<file path="config.mk">
export PLATFORM = sky130hd
export DESIGN_NAME = bcu_ctrl
export DESIGN_NICKNAME = d
export VERILOG_FILES = /design/src/hdl/brown_conrady_undistort_unit_assert.svh /design/src/hdl/bcu_pkg.sv /design/src/hdl/bcu_ctrl.sv
export SDC_FILE = /design/constraint.sdc
export NUM_CORES = 1
export LEC_CHECK = 0
export BUFFER_PORTS_ARGS = -buffer_cell sky130_fd_sc_hd__buf_2
export CORE_UTILIZATION = 50
export CTS_CLUSTER_SIZE = 14
export DETAILED_ROUTE_END_ITERATION = 16
export PLACE_DENSITY_LB_ADDON = 0.05
export SYNTH_ARGS = -nofsm -noshare
export SYNTH_HDL_FRONTEND = slang
export SYNTH_SLANG_ARGS = --single-unit
</file>
<file path="constraint.sdc">
create_clock -name clk -period 2.8 [get_ports clk]
set_input_delay 0.42 -clock clk [delete_from_list [all_inputs] [get_ports clk]]
set_output_delay 0.42 -clock clk [all_outputs]
set_load 0.005 [all_outputs]
</file>
<file path="src/hdl/brown_conrady_undistort_unit_assert.svh">
// ----------------------------------------------------------------------------
// Brown-Conrady undistortion unit: assertion macros
// Implication checks on the unit's clock, disabled while reset is asserted.
// ----------------------------------------------------------------------------
`ifndef BROWN_CONRADY_UNDISTORT_UNIT_ASSERT_SVH
`define BROWN_CONRADY_UNDISTORT_UNIT_ASSERT_SVH
`ifndef ASSERT_OFF
// Consequent must hold in the same cycle as the antecedent.
`define BCU_ASSERT_IMPLIES(label, clk, rst_n, ante, cons, msg) \
	label: assert property (@(posedge clk) disable iff (!rst_n) (ante) |-> (cons)) \
		else $error(msg);
// Consequent must hold in the cycle after the antecedent.
`define BCU_ASSERT_NEXT(label, clk, rst_n, ante, cons, msg) \
	label: assert property (@(posedge clk) disable iff (!rst_n) (ante) |=> (cons)) \
		else $error(msg);
`else
`define BCU_ASSERT_IMPLIES(label, clk, rst_n, ante, cons, msg)
`define BCU_ASSERT_NEXT(label, clk, rst_n, ante, cons, msg)
`endif
`endif

</file>
<file path="src/hdl/bcu_pkg.sv">
// ----------------------------------------------------------------------------
// Brown-Conrady undistortion package
// Payload types, micro-op codes, the pass microprogram and shared helpers.
// ----------------------------------------------------------------------------
package bcu_pkg;

	localparam int COORD_W         = 32;
	localparam int MAX_PASSES_DEF  = 50;
	localparam int FRAC_BITS_DEF   = 28;
	localparam int CFG_IDX_W       = 3;
	localparam int ITER_OUT_W      = 6;
	localparam int PC_W            = 6;

	typedef enum logic [CFG_IDX_W-1:0] {
		CFG_K1 = 3'd0,
		CFG_K2 = 3'd1,
		CFG_K3 = 3'd2,
		CFG_P1 = 3'd3,
		CFG_P2 = 3'd4
	} cfg_idx_t;

	typedef struct packed {
		logic signed [COORD_W-1:0] x_distorted;
		logic signed [COORD_W-1:0] y_distorted;
	} in_item_t;

	typedef struct packed {
		logic signed [COORD_W-1:0] x_undistorted;
		logic signed [COORD_W-1:0] y_undistorted;
		logic                      converged;
		logic [ITER_OUT_W-1:0]     iterations_used;
	} out_item_t;

	typedef enum logic [3:0] {
		OP_NOP  = 4'd0,
		OP_LOAD = 4'd1,
		OP_MUL  = 4'd2,
		OP_ADD  = 4'd3,
		OP_SUB  = 4'd4,
		OP_CHK  = 4'd5,
		OP_DIV  = 4'd6,
		OP_UPD  = 4'd7
	} op_t;

	// Scratch registers first, then the constant and coefficient sources.
	typedef enum logic [4:0] {
		R_X   = 5'd0,  R_Y   = 5'd1,  R_XD  = 5'd2,  R_YD  = 5'd3,
		R_XX  = 5'd4,  R_YY  = 5'd5,  R_XY  = 5'd6,  R_R2  = 5'd7,
		R_R4  = 5'd8,  R_R6  = 5'd9,  R_L   = 5'd10, R_DX  = 5'd11,
		R_DY  = 5'd12, R_XL  = 5'd13, R_YL  = 5'd14, R_RX  = 5'd15,
		R_RY  = 5'd16, R_T0  = 5'd17, R_T1  = 5'd18, R_NX  = 5'd19,
		R_NY  = 5'd20, R_ONE = 5'd21, R_K1  = 5'd22, R_K2  = 5'd23,
		R_K3  = 5'd24, R_P1  = 5'd25, R_P2  = 5'd26
	} reg_id_t;

	localparam int NRF = 21;

	typedef struct packed {
		op_t     op;
		reg_id_t a;
		reg_id_t b;
		reg_id_t dst;
	} ucode_t;

	typedef struct packed {
		logic                  start;
		ucode_t                uc;
		logic                  out_load;
		logic                  converged;
		logic [ITER_OUT_W-1:0] used;
	} cmd_t;

	typedef struct packed {
		logic done;
		logic conv_hit;
		logic l_small;
		logic ovf;
	} status_t;

	localparam logic [PC_W-1:0] PC_CHK = 6'd29;
	localparam logic [PC_W-1:0] PC_UPD = 6'd34;

	// One pass of the iteration as a list of micro-ops.
	function automatic ucode_t ucode(logic [PC_W-1:0] pc);
		ucode_t u;
		u = '{op: OP_NOP, a: R_X, b: R_X, dst: R_T0};
		case (pc)
			6'd0:  u = '{OP_MUL, R_X,  R_X,  R_XX};
			6'd1:  u = '{OP_MUL, R_Y,  R_Y,  R_YY};
			6'd2:  u = '{OP_MUL, R_X,  R_Y,  R_XY};
			6'd3:  u = '{OP_ADD, R_XX, R_YY, R_R2};
			6'd4:  u = '{OP_MUL, R_R2, R_R2, R_R4};
			6'd5:  u = '{OP_MUL, R_R2, R_R4, R_R6};
			6'd6:  u = '{OP_MUL, R_K1, R_R2, R_T0};
			6'd7:  u = '{OP_ADD, R_ONE, R_T0, R_L};
			6'd8:  u = '{OP_MUL, R_K2, R_R4, R_T0};
			6'd9:  u = '{OP_ADD, R_L,  R_T0, R_L};
			6'd10: u = '{OP_MUL, R_K3, R_R6, R_T0};
			6'd11: u = '{OP_ADD, R_L,  R_T0, R_L};
			6'd12: u = '{OP_ADD, R_XY, R_XY, R_T1};
			6'd13: u = '{OP_MUL, R_P1, R_T1, R_DX};
			6'd14: u = '{OP_ADD, R_XX, R_XX, R_T0};
			6'd15: u = '{OP_ADD, R_R2, R_T0, R_T0};
			6'd16: u = '{OP_MUL, R_P2, R_T0, R_T0};
			6'd17: u = '{OP_ADD, R_DX, R_T0, R_DX};
			6'd18: u = '{OP_ADD, R_YY, R_YY, R_T0};
			6'd19: u = '{OP_ADD, R_R2, R_T0, R_T0};
			6'd20: u = '{OP_MUL, R_P1, R_T0, R_DY};
			6'd21: u = '{OP_MUL, R_P2, R_T1, R_T0};
			6'd22: u = '{OP_ADD, R_DY, R_T0, R_DY};
			6'd23: u = '{OP_MUL, R_X,  R_L,  R_XL};
			6'd24: u = '{OP_MUL, R_Y,  R_L,  R_YL};
			6'd25: u = '{OP_ADD, R_XL, R_DX, R_RX};
			6'd26: u = '{OP_SUB, R_RX, R_XD, R_RX};
			6'd27: u = '{OP_ADD, R_YL, R_DY, R_RY};
			6'd28: u = '{OP_SUB, R_RY, R_YD, R_RY};
			6'd29: u = '{OP_CHK, R_RX, R_RY, R_T0};
			6'd30: u = '{OP_SUB, R_XD, R_DX, R_T0};
			6'd31: u = '{OP_DIV, R_T0, R_L,  R_NX};
			6'd32: u = '{OP_SUB, R_YD, R_DY, R_T0};
			6'd33: u = '{OP_DIV, R_T0, R_L,  R_NY};
			6'd34: u = '{OP_UPD, R_NX, R_NY, R_X};
			default: u = '{OP_NOP, R_X, R_X, R_T0};
		endcase
		return u;
	endfunction

	// Magnitude of a signed coordinate; the most negative value maps to 2^(W-1).
	function automatic logic [COORD_W-1:0] mag(logic signed [COORD_W-1:0] v);
		return v[COORD_W-1] ? COORD_W'(-v) : COORD_W'(v);
	endfunction

endpackage

</file>
<file path="src/hdl/bcu_ctrl.sv">
// ----------------------------------------------------------------------------
// Brown-Conrady undistortion controller
// Walks the pass microprogram, counts passes, decides when iteration stops
// and owns the result valid flag.
// ----------------------------------------------------------------------------
module bcu_ctrl #(
	parameter int MAX_PASSES = bcu_pkg::MAX_PASSES_DEF
) (
	input  logic             clk,
	input  logic             arst_n,
	input  logic             pt_valid,
	output logic             pt_stall,
	output logic             res_valid,
	input  logic             res_stall,
	output bcu_pkg::cmd_t    cmd,
	input  bcu_pkg::status_t sts
);
	import bcu_pkg::*;

	localparam int IW = $clog2(MAX_PASSES + 1);

	typedef enum logic [4:0] {
		S_IDLE  = 5'b00001,
		S_ISSUE = 5'b00010,
		S_WAIT  = 5'b00100,
		S_EVAL  = 5'b01000,
		S_FIN   = 5'b10000
	} state_t;

	state_t                state_q, state_d;
	logic [PC_W-1:0]       pc_q, pc_d;
	logic [IW-1:0]         it_q, it_d;
	logic                  conv_q, conv_d;
	logic [ITER_OUT_W-1:0] used_q, used_d;
	logic                  res_valid_q;

	always_comb begin
		state_d       = state_q;
		pc_d          = pc_q;
		it_d          = it_q;
		conv_d        = conv_q;
		used_d        = used_q;
		cmd           = '0;
		cmd.uc        = ucode(pc_q);
		cmd.converged = conv_q;
		cmd.used      = used_q;
		case (state_q)
			S_IDLE: begin
				if (pt_valid) begin
					cmd.start  = 1'b1;
					cmd.uc.op  = OP_LOAD;
					pc_d       = '0;
					it_d       = '0;
					state_d    = S_ISSUE;
				end
			end
			S_ISSUE: begin
				if (pc_q == PC_UPD) begin
					if (sts.ovf) begin
						conv_d  = 1'b0;
						used_d  = ITER_OUT_W'(MAX_PASSES);
						state_d = S_FIN;
					end else begin
						cmd.start = 1'b1;
						it_d      = it_q + 1'b1;
						pc_d      = '0;
					end
				end else begin
					cmd.start = 1'b1;
					case (cmd.uc.op)
						OP_MUL, OP_DIV: state_d = S_WAIT;
						OP_CHK:         state_d = S_EVAL;
						default:        pc_d    = pc_q + 1'b1;
					endcase
				end
			end
			S_WAIT: begin
				if (sts.done) begin
					pc_d    = pc_q + 1'b1;
					state_d = S_ISSUE;
				end
			end
			S_EVAL: begin
				if (sts.conv_hit) begin
					conv_d  = 1'b1;
					used_d  = ITER_OUT_W'(it_q);
					state_d = S_FIN;
				end else if (it_q == IW'(MAX_PASSES) || sts.l_small) begin
					conv_d  = 1'b0;
					used_d  = ITER_OUT_W'(MAX_PASSES);
					state_d = S_FIN;
				end else begin
					pc_d    = pc_q + 1'b1;
					state_d = S_ISSUE;
				end
			end
			S_FIN: begin
				if (!res_valid_q || !res_stall) begin
					cmd.out_load = 1'b1;
					state_d      = S_IDLE;
				end
			end
			default: state_d = S_IDLE;
		endcase
	end

	always_ff @(posedge clk or negedge arst_n) begin
		if (!arst_n) begin
			state_q     <= S_IDLE;
			pc_q        <= '0;
			it_q        <= '0;
			conv_q      <= 1'b0;
			used_q      <= '0;
			res_valid_q <= 1'b0;
		end else begin
			state_q <= state_d;
			pc_q    <= pc_d;
			it_q    <= it_d;
			conv_q  <= conv_d;
			used_q  <= used_d;
			if (cmd.out_load) begin
				res_valid_q <= 1'b1;
			end else if (!res_stall) begin
				res_valid_q <= 1'b0;
			end
		end
	end

	assign pt_stall  = (state_q != S_IDLE);
	assign res_valid = res_valid_q;

endmodule

</file>
==> out/qor.txt <==
Max Buffers Root-to-Sink = 2
largest net degree at the start of global routing = 38
Avg WL per Cell = 16.3 um
Pwr Total = 1.59 mW
Final min period = 2.66 ns
cell row count = 24
dominant synthesized flop cell = dfrtp_1
crit share post-route = 95.0%
CP Cell Sequence = buf_4, ha_1, inv_1, ha_1, buf_4, nand2_1, and3_1, a221oi_1, buf_2
VDD IR max = 0.372 mV
Clk network pwr share = 13.2%
share of power burned in registers = 28.8%
Placer Congestion = 0.891
Num CTS Buffers = 3
CTS HTree Levels = 1
fin worst setup slack = 0.141 ns
clock-pin slew on the worst setup and hold paths = 0.09 ns
global-route wire length before repair = 10600 um
top cell type's share of synthesized area = 24.9%
Avg Cell Area, Syn = 7.66 um2
slowest CP cell = dfrtp_1
Post-Syn Nets = 336
Skew-Pair Late Insertion Delay = 0.27 ns
nets@finish = 369
critical path arrival = 2.24 ns
number of port buffers = 36
Synth Cell Area = 2410 um2
Logic pwr share = 58.0%
layout cells sized above 1 = 21.9%
Worst Setup End Kind = output pin
Total GRT Usage = 26.5%
DP Worst Slack = 0.115 ns
vias in the first global route = 2227
Tightest Pin Transition = 0.572 ns
final setup TNS = 0 ns
CTS tree = done
Data required, critical path = 2.38 ns
initial antenna violation count = 0
Syn-to-layout area delta = 13.8%
final WL = 6500 um
CP max stage delay = 0.38 ns
Leakage Power = 1.27 nW
f_max = 376 MHz
area of the core = 4500 um2
maximum fanout along the worst path = 12
final instance area = 2750 um2
DR pass1 iterations = 5
Via density = 6.19
internal power = 0.911 mW
post-route ant nets = 0
crit path kind = reg2out
Clock Skews = 0.00230 ns
Core Util, Final = 61.0%
delay-heaviest family, CP = buffers and inverters
Overflow after GRT = 0
Root Buffer = clkbuf_8
via count = 2469
pwr dens = 581 nW/um2
Synth top cells by count = nand2_1 (45), nor2_1 (31), dfrtp_1 (24)
sequential share of the synthesized area = 26.0%
Die Span Y = 71.5 um
synthesis warning total = 0
Psw = 0.683 mW
clk sinks = 25
Post-Syn Instances = 315
MaxCap Viol Count = 0
initial core utilization = 53.6%
Fin. Hold Viols = 0
Initial DRC Count = 279
dpl cells = 395
synthesized flop and latch total = 25
Slew Limit Fails = 0
class of the worst hold path = in2async
unrepaired setup endpoints after global routing = false
Layout fillers = 439
Finished Layout Cells = 399
placed cell area = 2700 um2
Final setup violation count = 0
most frequent cell after synthesis = nand2_1
EDFF count, synth = 0
Cell variety after synth = 65
tightest hold margin = 0.135 ns
crit path launch type = register
Ports = 38
switching share of power = 42.9%
chip width = 71.5 um
Post-route DRC = 0
placed wire-length estimate = 4880 um
leading area contributor after synthesis = dfrtp_1
ranking of synthesized cells by area = dfrtp_1 (25%), nand2_1 (7.0%), ha_1 (6.7%)
outcome = finished, final reports clean
Die Area = 5110 um2
WP buf/inv = 4
relative slew slack = 61.9%
n_diodes = 0
Post-synth ARST share = 100%
==> path summary, 6_finish.rpt <==
check	start	endpoint	slack, ns	depth (start not counted)
worst min-delay path	arst_n	used_q[2]	0.14	1
max in group asynchronous	arst_n	state_q[0]	2.28	1
worst max register to register	pc_q[1]	pc_q[2]	0.17	10
worst min register to register	conv_q	conv_q	0.48	1
min in group clk	res_stall	res_valid	0.37	3
worst max-delay path	pc_q[1]	cmd[11]	0.14	9
==> cells by family (layout without fill, tap and decap cells) <==
| kind of cell | count (synthesis) | in the layout | synth area share, % |
|---|---|---|---|
| simple gates | 135 | 135 | 27.4 |
| compound gates | 92 | 92 | 27.3 |
| buf+inv | 37 | 69 | 6.69 |
| flops | 25 | 25 | 26.0 |
| fa+ha+maj | 13 | 13 | 6.74 |
| xor+xnor | 7 | 7 | 2.54 |
| mux | 5 | 5 | 3.21 |
| other cells | 1 | 1 | 0.155 |
==> power groups by stage <==
stage	registers, mW	logic (mW)	clock network [mW]
global placement	0.464	0.894	0
floorplan	0.441	0.677	0
global route	0.467	1.01	0.230
finish	0.459	0.924	0.211
detailed placement	0.467	0.906	0
CTS	0.459	0.908	0.217
==> what timing repair did <==
action                                  4_1_cts  5_1_grt
setup buffers                                 0        0
hold buffers                                  0        0
endpoints found under the setup margin        0        2
gates resized for setup                       0        1
==> flip-flops by register name, summed over array words and instances (netlist names) <==
name	cells
used_q	6
conv_q	1
state_q	5
res_valid	1
pc_q	6
it_q	6
==> worst register-to-register path: cells and delay by family (launching register included) <==
kind	cells	cell delay, ns
compound gates	3	0.79
fa+ha+maj	2	0.55
flops	1	0.35
buf+inv	2	0.31
mux	1	0.31
simple gates	2	0.20
==> layout by cell type (no fill, tap or decap), types with 5 or more instances in the layout <==
cell / synthesis / routed
nand3_1: 10 / 10
xor2_1: 5 / 5
inv_1: 9 / 9
a21oi_1: 18 / 18
nor3_1: 9 / 9
nand2_1: 45 / 45
nor2_1: 31 / 31
or2_2: 6 / 6
a31oi_1: 5 / 5
buf_4: 2 / 17
o21ai_0: 17 / 17
buf_2: 0 / 36
a311oi_1: 5 / 5
a211oi_1: 8 / 7
ha_1: 13 / 13
dfrtp_1: 24 / 24
a22o_1: 7 / 7
and3_1: 6 / 6
==> area by class of cell <==
type / count / area (um2) / area share [%]
clock buffer: 3 / 41.3 / 1.50
clock inverter: 1 / 5.00 / 0.182
inverter: 11 / 41.3 / 1.50
multi-input combinational: 253 / 1640 / 59.7
sequential: 25 / 627 / 22.8
tap: 52 / 65.1 / 2.37
timing repair buffer: 54 / 328 / 11.9
==> per-layer routing <==
metal  share of wire [%]  vias to the layer above  global-route usage [%]  routed length [um]
met5                   0                        -                       0                   0
met1                  48                     1153                    37.5                3110
met2                  44                       99                    41.2                2860
li1                    -                     1208                       -                   -
met4                 1.2                        0                    6.32                  76
met3                 6.9                        9                    6.33                 448
No activity file was read; power rests on OpenSTA's default activity.
